<file path="config.mk">
export PLATFORM = sky130hd
export DESIGN_NAME = multi_slot_countdown_timer_table
export DESIGN_NICKNAME = d
export VERILOG_FILES = /design/src/mcdt_pkg.sv /design/src/mcdt_front.sv /design/src/mcdt_queue.sv /design/src/mcdt_back.sv /design/src/multi_slot_countdown_timer_table.sv
export SDC_FILE = /design/constraint.sdc
export NUM_CORES = 1
export LEC_CHECK = 0
export BUFFER_PORTS_ARGS = -buffer_cell sky130_fd_sc_hd__buf_2
export CAP_MARGIN = 30
export CORE_UTILIZATION = 45
export DETAILED_ROUTE_END_ITERATION = 10
export HOLD_SLACK_MARGIN = 0.12
export PLACE_DENSITY = 0.62
export SETUP_SLACK_MARGIN = 0.15
export SKIP_CTS_REPAIR_TIMING = 1
export SLEW_MARGIN = 30
export SYNTH_ARGS = -nofsm -noshare
export SYNTH_HDL_FRONTEND = slang
export SYNTH_SLANG_ARGS = --single-unit
</file>
<file path="constraint.sdc">
create_clock -name clk -period 5.1 [get_ports clk]
set_clock_uncertainty 0.15 [all_clocks]
set_input_delay 0.765 -clock clk [delete_from_list [all_inputs] [get_ports clk]]
set_output_delay 0.765 -clock clk [all_outputs]
set_load 0.005 [all_outputs]
</file>
<file path="src/mcdt_pkg.sv">
`default_nettype none

package mcdt_pkg;

  // Command codes as they arrive on the input beat; code 7 has no meaning.
  typedef enum logic [2:0] {
    MODE_TICK         = 3'd0,
    MODE_ADD_ONESHOT  = 3'd1,
    MODE_ADD_PERIODIC = 3'd2,
    MODE_CANCEL       = 3'd3,
    MODE_RELEASE      = 3'd4,
    MODE_STOP         = 3'd5,
    MODE_RESUME       = 3'd6
  } mode_t;

  typedef enum logic [2:0] {
    STS_OK        = 3'd0,
    STS_INVALID   = 3'd1,
    STS_FULL      = 3'd2,
    STS_CANCELLED = 3'd3,
    STS_BUSY      = 3'd4,
    STS_STOPPED   = 3'd5,
    STS_NOT_DONE  = 3'd6
  } status_t;

  typedef enum logic [2:0] {
    SS_NONE     = 3'd0,
    SS_RUN      = 3'd1,
    SS_DONE     = 3'd2,
    SS_CANCEL   = 3'd3,
    SS_STOP     = 3'd4,
    SS_PERIODIC = 3'd5
  } slot_state_t;

  // Classified operation handed from the front to the back.
  typedef enum logic [2:0] {
    OP_TICK,
    OP_ADD,
    OP_CANCEL,
    OP_RELEASE,
    OP_STOP,
    OP_RESUME,
    OP_REJECT
  } op_t;

  typedef enum logic [1:0] {
    B_IDLE,
    B_SLOT,
    B_TICK,
    B_FIND
  } bstate_t;

  typedef struct packed {
    logic [2:0]  mode;
    logic [15:0] period;
    logic [5:0]  slot;
  } req_t;

  typedef struct packed {
    status_t     status;
    logic [3:0]  assigned_slot;
    logic [15:0] fire_mask;
  } rsp_t;

  typedef struct packed {
    op_t         op;
    logic        periodic;
    logic [15:0] period;
    logic [5:0]  slot;
  } job_t;

  localparam int QUEUE_DEPTH = 2;
  localparam int QPTR_W      = $clog2(QUEUE_DEPTH);

endpackage

`default_nettype wire

</file>
<file path="src/mcdt_front.sv">
`default_nettype none

module mcdt_front import mcdt_pkg::*; #(
  parameter int SLOTS = 16
) (
  input  req_t req,
  output job_t job
);

  logic slot_ok;

  assign slot_ok = 7'(req.slot) < 7'(SLOTS);

  always_comb begin
    job.op       = OP_REJECT;
    job.periodic = 1'b0;
    job.period   = req.period;
    job.slot     = req.slot;
    unique case (req.mode)
      MODE_TICK: job.op = OP_TICK;
      MODE_ADD_ONESHOT, MODE_ADD_PERIODIC: begin
        // zero period is refused before any table search
        job.op       = (req.period == 16'd0) ? OP_REJECT : OP_ADD;
        job.periodic = (req.mode == MODE_ADD_PERIODIC);
      end
      MODE_CANCEL:  job.op = slot_ok ? OP_CANCEL  : OP_REJECT;
      MODE_RELEASE: job.op = slot_ok ? OP_RELEASE : OP_REJECT;
      MODE_STOP:    job.op = slot_ok ? OP_STOP    : OP_REJECT;
      MODE_RESUME:  job.op = slot_ok ? OP_RESUME  : OP_REJECT;
      default:      job.op = OP_REJECT;
    endcase
  end

endmodule

`default_nettype wire

</file>
<file path="src/mcdt_queue.sv">
`default_nettype none

module mcdt_queue import mcdt_pkg::*; (
  input  logic clk,
  input  logic rst,
  input  logic push,
  input  job_t push_data,
  output logic full,
  input  logic pop,
  output logic valid,
  output job_t data
);

  job_t              entries [QUEUE_DEPTH];
  logic [QPTR_W-1:0] wr_ptr;
  logic [QPTR_W-1:0] rd_ptr;
  logic [QPTR_W:0]   count;

  assign full  = count == (QPTR_W + 1)'(QUEUE_DEPTH);
  assign valid = count != '0;
  assign data  = entries[rd_ptr];

  always_ff @(posedge clk) begin
    if (push) begin
      entries[wr_ptr] <= push_data;
    end
  end

  always_ff @(posedge clk) begin
    if (rst) begin
      wr_ptr <= '0;
      rd_ptr <= '0;
      count  <= '0;
    end else begin
      if (push) begin
        wr_ptr <= wr_ptr + QPTR_W'(1);
      end
      if (pop) begin
        rd_ptr <= rd_ptr + QPTR_W'(1);
      end
      count <= count + (QPTR_W + 1)'(push) - (QPTR_W + 1)'(pop);
    end
  end

endmodule

`default_nettype wire

</file>
<file path="src/mcdt_back.sv">
`default_nettype none

module mcdt_back import mcdt_pkg::*; #(
  parameter int SLOTS      = 16,
  parameter int COUNT_BITS = 16
) (
  input  logic clk,
  input  logic rst,
  input  logic q_valid,
  input  job_t q_data,
  output logic q_pop,
  output logic res_valid,
  input  logic res_stall,
  output rsp_t res
);

  localparam int          SLOT_W  = (SLOTS > 1) ? $clog2(SLOTS) : 1;
  localparam int          CW      = COUNT_BITS;
  localparam logic [SLOT_W-1:0] LAST = SLOT_W'(SLOTS - 1);
  localparam logic [31:0] CNT_MAX = 32'((64'd1 << COUNT_BITS) - 64'd1);

  typedef struct packed {
    slot_state_t     st;
    logic            periodic;
    logic [CW-1:0]   rem;
    logic [CW-1:0]   rel;
  } entry_t;

  entry_t              mem [SLOTS];
  entry_t              rdata;
  entry_t              wdata;
  logic                re;
  logic                we;
  logic [SLOT_W-1:0]   raddr;
  logic [SLOT_W-1:0]   waddr;

  logic [SLOTS-1:0]    used;
  logic                used_set;
  logic                used_clr;
  logic [SLOT_W-1:0]   used_idx;

  bstate_t             state;
  bstate_t             state_next;
  job_t                cur;
  logic [SLOT_W-1:0]   idx;
  logic [SLOT_W-1:0]   idx_next;
  logic [5:0]          idx6;
  logic [15:0]         fire;
  logic [15:0]         fire_next;
  logic                res_load;
  rsp_t                res_next;

  logic                out_free;
  logic                start;
  logic [SLOT_W-1:0]   q_slot;
  logic [SLOT_W-1:0]   cur_slot;
  logic                q_slot_used;
  logic                idx_last;
  logic                idx_used;
  logic                tick_active;
  logic                tick_fire;
  logic [CW-1:0]       rem_dec;
  logic [31:0]         per32;
  logic [CW-1:0]       per_sat;

  // Slot payload store, one read and one write port.
  always_ff @(posedge clk) begin
    if (we) begin
      mem[waddr] <= wdata;
    end
    if (re) begin
      rdata <= mem[raddr];
    end
  end

  assign out_free    = !res_valid || !res_stall;
  assign start       = (state == B_IDLE) && q_valid && out_free;
  assign q_slot      = q_data.slot[SLOT_W-1:0];
  assign cur_slot    = cur.slot[SLOT_W-1:0];
  assign q_slot_used = used[q_slot];
  assign idx_last    = idx == LAST;
  assign idx_used    = used[idx];
  assign idx6        = 6'(idx);
  assign tick_active = idx_used && (rdata.st == SS_RUN || rdata.st == SS_PERIODIC);
  assign rem_dec     = rdata.rem - CW'(1);
  assign tick_fire   = tick_active && (rem_dec == '0);
  assign per32       = 32'(cur.period);
  assign per_sat     = CW'((per32 > CNT_MAX) ? CNT_MAX : per32);

  always_comb begin
    state_next = state;
    unique case (state)
      B_IDLE: begin
        if (start) begin
          unique case (q_data.op)
            OP_TICK: state_next = B_TICK;
            OP_ADD:  state_next = B_FIND;
            OP_CANCEL, OP_RELEASE, OP_STOP, OP_RESUME:
              state_next = q_slot_used ? B_SLOT : B_IDLE;
            default: state_next = B_IDLE;
          endcase
        end
      end
      B_SLOT: state_next = B_IDLE;
      B_TICK: state_next = idx_last ? B_IDLE : B_TICK;
      B_FIND: state_next = (!idx_used || idx_last) ? B_IDLE : B_FIND;
    endcase
  end

  always_comb begin
    q_pop     = 1'b0;
    re        = 1'b0;
    raddr     = '0;
    we        = 1'b0;
    waddr     = idx;
    wdata     = rdata;
    used_set  = 1'b0;
    used_clr  = 1'b0;
    used_idx  = idx;
    idx_next  = idx;
    fire_next = fire;
    res_load  = 1'b0;
    res_next.status        = STS_OK;
    res_next.assigned_slot = 4'd0;
    res_next.fire_mask     = 16'd0;
    unique case (state)
      B_IDLE: begin
        if (start) begin
          q_pop     = 1'b1;
          idx_next  = '0;
          fire_next = 16'd0;
          unique case (q_data.op)
            OP_TICK: begin
              re    = 1'b1;
              raddr = '0;
            end
            OP_ADD: ;
            OP_CANCEL, OP_RELEASE, OP_STOP, OP_RESUME: begin
              if (q_slot_used) begin
                re    = 1'b1;
                raddr = q_slot;
              end else begin
                res_load        = 1'b1;
                res_next.status = STS_INVALID;
              end
            end
            default: begin
              res_load        = 1'b1;
              res_next.status = STS_INVALID;
            end
          endcase
        end
      end
      B_SLOT: begin
        waddr    = cur_slot;
        used_idx = cur_slot;
        res_load = 1'b1;
        unique case (cur.op)
          OP_CANCEL: begin
            if (rdata.st == SS_CANCEL) begin
              res_next.status = STS_CANCELLED;
            end else if (rdata.st == SS_DONE) begin
              res_next.status = STS_BUSY;
            end else begin
              we       = 1'b1;
              wdata.st = SS_CANCEL;
            end
          end
          OP_RELEASE: begin
            if (rdata.st == SS_PERIODIC) begin
              res_next.status = STS_BUSY;
            end else if (rdata.st == SS_DONE || rdata.st == SS_CANCEL) begin
              used_clr = 1'b1;
            end else begin
              res_next.status = STS_NOT_DONE;
            end
          end
          OP_STOP: begin
            if (rdata.st == SS_DONE || rdata.st == SS_CANCEL) begin
              res_next.status = STS_BUSY;
            end else if (rdata.st == SS_STOP) begin
              res_next.status = STS_STOPPED;
            end else begin
              we       = 1'b1;
              wdata.st = SS_STOP;
            end
          end
          OP_RESUME: begin
            if (rdata.st != SS_STOP) begin
              res_next.status = STS_INVALID;
            end else begin
              we       = 1'b1;
              wdata.st = rdata.periodic ? SS_PERIODIC : SS_RUN;
            end
          end
          default: res_next.status = STS_INVALID;
        endcase
      end
      B_TICK: begin
        if (tick_active) begin
          we        = 1'b1;
          wdata.rem = rem_dec;
          if (tick_fire) begin
            if (rdata.st == SS_RUN) begin
              wdata.st = SS_DONE;
            end else begin
              wdata.rem = rdata.rel;
            end
            if (idx6 < 6'd16) begin
              fire_next[idx6[3:0]] = 1'b1;
            end
          end
        end
        if (idx_last) begin
          res_load           = 1'b1;
          res_next.fire_mask = fire_next;
        end else begin
          // fetch the next slot while this one is written back
          re       = 1'b1;
          raddr    = idx + SLOT_W'(1);
          idx_next = idx + SLOT_W'(1);
        end
      end
      B_FIND: begin
        if (!idx_used) begin
          we             = 1'b1;
          wdata.st       = cur.periodic ? SS_PERIODIC : SS_RUN;
          wdata.periodic = cur.periodic;
          wdata.rem      = per_sat;
          wdata.rel      = per_sat;
          used_set       = 1'b1;
          res_load       = 1'b1;
          res_next.assigned_slot = idx6[3:0];
        end else if (idx_last) begin
          res_load        = 1'b1;
          res_next.status = STS_FULL;
        end else begin
          idx_next = idx + SLOT_W'(1);
        end
      end
    endcase
  end

  always_ff @(posedge clk) begin
    if (q_pop) begin
      cur <= q_data;
    end
    idx  <= idx_next;
    fire <= fire_next;
    if (res_load) begin
      res <= res_next;
    end
  end

  always_ff @(posedge clk) begin
    if (rst) begin
      state     <= B_IDLE;
      used      <= '0;
      res_valid <= 1'b0;
    end else begin
      state <= state_next;
      if (used_set) begin
        used[used_idx] <= 1'b1;
      end
      if (used_clr) begin
        used[used_idx] <= 1'b0;
      end
      if (res_load) begin
        res_valid <= 1'b1;
      end else if (!res_stall) begin
        res_valid <= 1'b0;
      end
    end
  end

endmodule

`default_nettype wire

</file>
<file path="src/multi_slot_countdown_timer_table.sv">
// Order: a beat is written into the queue; from its head, a refused command or an
// unused slot is answered into the result register, cancel/release/stop/resume
// read the slot first, add walks the table up to a free slot and tick walks all
// of it (walk one slot per cycle). The back end takes one command at a time.
// Reset: synchronous, active high; empties the queue, marks every slot free and
// drops any pending result. No clearing pass is needed.
`default_nettype none

module multi_slot_countdown_timer_table import mcdt_pkg::*; #(
  parameter int SLOTS      = 16,
  parameter int COUNT_BITS = 16
) (
  input  logic clk,
  input  logic rst,
  input  logic cmd_valid,
  output logic cmd_stall,
  input  req_t cmd,
  output logic res_valid,
  input  logic res_stall,
  output rsp_t res
);

  job_t front_job;
  job_t q_data;
  logic q_full;
  logic q_valid;
  logic q_pop;
  logic push;

  // Hold the command side off only when the queue has no room; the back end
  // may be busy walking slots or waiting on a stalled result meanwhile.
  assign cmd_stall = q_full;
  assign push      = cmd_valid && !q_full;

  // Front: decode the mode, refuse zero periods, unknown codes and slots out
  // of range, so the back end answers refused work without reading the table.
  mcdt_front #(
    .SLOTS (SLOTS)
  ) u_front (
    .req (cmd),
    .job (front_job)
  );

  // Short queue that lets the front keep taking beats while the back works.
  mcdt_queue u_queue (
    .clk       (clk),
    .rst       (rst),
    .push      (push),
    .push_data (front_job),
    .full      (q_full),
    .pop       (q_pop),
    .valid     (q_valid),
    .data      (q_data)
  );

  // Back: own the slot table, advance counters on tick, search for a free
  // slot on add, and drive the registered result beat.
  mcdt_back #(
    .SLOTS      (SLOTS),
    .COUNT_BITS (COUNT_BITS)
  ) u_back (
    .clk       (clk),
    .rst       (rst),
    .q_valid   (q_valid),
    .q_data    (q_data),
    .q_pop     (q_pop),
    .res_valid (res_valid),
    .res_stall (res_stall),
    .res       (res)
  );

endmodule

`default_nettype wire

</file>
==> run metrics <==
status finished, final reports clean; wire length per cell 23.5 um; Pleak 0.0117 uW; GR Overflow Total 0; ANT cells 0; Slowest cell on crit path edfxtp_1; Data required, critical path 5290 ps; Power Total 18000 uW; YS warnings 0; clk root buf clkbuf_16; kind of critical path reg2reg; max cap viols 0; clk sink count 751; final hold viol count 0; Layout Cells excl Fill 3226; final WL 75.9 mm; Yosys cell types 70; fin nets 2334; maximum clock rate 0.230 GHz; RSZ-0062 raised after global routing no; Inserted Clock Buffers 77; crit-path max cell delay 680 ps; clk buf depth 3; Initial Utilization 45.7%; post-synth top area cell edfxtp_1; Async SR Flop Fraction 0%; Power per Cell Area 518 mW/mm2; area delta synth->final 13.2%; DPL Wire Length 44.9 mm; share of cells above drive strength 1 13.1%; CP top delay family compound AO/OA/AOI/OAI gates; post-route cell area 0.0349 mm2; initial antenna violation count 0; antenna violation net count after detailed routing 0; Post-Syn Instances 2225; total global-route track usage 21.8%; vias per inst 5.92; Slew @ Worst Pin 1010 ps; period utilization 85.1%; Seq cells post-synth 751; # setup viols final 0; # rows 95; Remaining DRCs 0; global-route wire length before repair 115 mm; Worst setup EP type flop; final hold slack 186 ps; Post-Syn Area 0.0308 mm2; First DRT Iteration DRCs 1674; Final min period 4340 ps; routability-driven placement congestion ratio 0.897; Die ar. 0.0695 mm2; final core utilization 51.7%; Final Max Slew Viols 0; CTS tree yes; Syn Nets 2263; chip height 264 um; maximum fanout along the worst path 41; crit-path most repeated cell ha_1; iteration count of the initial detailed-routing pass 7; Mapped Avg Cell Area 13.8 um2; Post-synth EDFFs 727; Core ar. 0.0674 mm2; io pins 54; register area share after synthesis 72.5%; Tightest Hold Check Type in2reg; worst path cell trace ha_1 -> and3_1 -> inv_1 -> ha_1 -> nand2_1 -> o21a_4 -> buf_4 -> mux2i_1 -> a221oi_1 -> a31oi_1 -> nand3_1; CP Launch Type flop; Placed Area 0.0324 mm2; synth top area cells edfxtp_1 71%, nand2_1 4.7%, a311o_1 2.3%, a21oi_1 2.3%, a211oi_1 2.2%; largest net degree at the start of global routing 104; CP bufs+invs 2; Top FF cell, synth edfxtp_1; relative slew slack 32.2%; clk_lat worst skew 630 ps; port bufs 53; vias in the first global route 18736; crit path DAT 4530 ps; Die Wd 264 um; Via Count 19088; Clk pin slew, worst setup/hold paths 60 ps; VDD IR max 331 uV; htree depth 3; placed cell count 3088; top cell type's share of synthesized area 70.9%
==> worst paths after layout <==
check,from,endpoint,slack [ps],cells after the start
min reg2reg,u_back.res_valid$_SDFFE_PP0P_,u_back.res_valid$_SDFFE_PP0P_,360,2
max reg2reg,u_back.idx[0]$_SDFFCE_PP0P_,u_back.rdata[8]$_DFFE_PP_,760,11
max,u_back.idx[0]$_SDFFCE_PP0P_,u_back.rdata[8]$_DFFE_PP_,760,11
min,cmd[2],u_queue.entries[0][2]$_DFFE_PP_,190,1
==> routing by layer <==
metal / share of wire, % / global-route usage, %
met1: 41 / 29.0
met2: 50 / 36.8
met3: 6.1 / 3.13
met4: 2.8 / 7.05
met5: 0 / 0
==> cell families after synthesis <==
family	after synthesis	share of synthesized area (%)
flip-flops	751	72.5
AO/OA/AOI/OAI	468	10.8
buffers and inverters	171	2.31
adder cells (fa/ha/maj)	10	0.398
XOR/XNOR	11	0.313
multiplexers	85	3.25
AND/OR/NAND/NOR	729	10.5
==> sequential cells by signal (all words and copies together) (netlist names), named ones only <==
signal	cells
u_back.fire	16
u_back.res	23
u_back.used	16
u_back.mem	576
u_queue.entries	48
u_back.cur	24
u_queue.rd_ptr	1
u_back.state	2
u_back.rdata	36
u_queue.count	2
u_back.res_valid	1
u_back.idx	4
u_queue.wr_ptr	1
==> layout by cell type (no fill, tap or decap), types with 17 or more instances in the layout <==
cell / netlist / layout
clkbuf_16: 0 / 77
nor2_1: 106 / 103
a221oi_1: 40 / 40
buf_4: 5 / 71
a311o_1: 72 / 72
o21ai_0: 28 / 28
a211oi_1: 92 / 92
mux2i_1: 52 / 52
clkinv_1: 0 / 19
inv_1: 26 / 26
edfxtp_1: 727 / 727
dfxtp_1: 24 / 24
nand3_1: 75 / 75
clkbuf_1: 99 / 17
mux2_2: 22 / 22
a31oi_1: 39 / 35
buf_2: 34 / 53
and2_1: 73 / 73
a21oi_1: 143 / 143
nand2_1: 385 / 385
==> final cells by class <==
class / instances / area (um2)
timing repair buffer: 136 / 1030
fill: 5486 / 32500
multi-input combinational: 1303 / 7950
sequential: 751 / 22300
inverter: 27 / 101
clock inverter: 41 / 378
clock buffer: 95 / 2000
tap: 873 / 1090
==> cells in the mapped netlist (all sizes together) (15+ instances only) <==
cell type  count
edfxtp       727
nand2        385
a21oi        143
nor2         107
clkbuf        99
a211oi        92
nand3         75
and2          73
a311o         72
mux2i         54
buf           45
a221oi        40
a31oi         39
nor3          30
o21ai         30
inv           27
dfxtp         24
mux2          23
a22oi         15
==> where the power goes <==
part           leakage, uW  switching, uW  internal [uW]
registers          0.00680            451           7980
clock network      0.00116           2280           3060
logic              0.00374           3000           1280
total               0.0117           5730          12300
==> per-stage QoR <==
step / setup slack [ps] / TNS [ps]
2_1_floorplan: -563 / -285980
3_3_place_gp: 659 / 0
5_1_grt: 522 / 0
4_1_cts: 594 / 0
6_report: 760 / 0
3_5_place_dp: 623 / 0
Note: power is estimated with default switching activity, not from simulation.
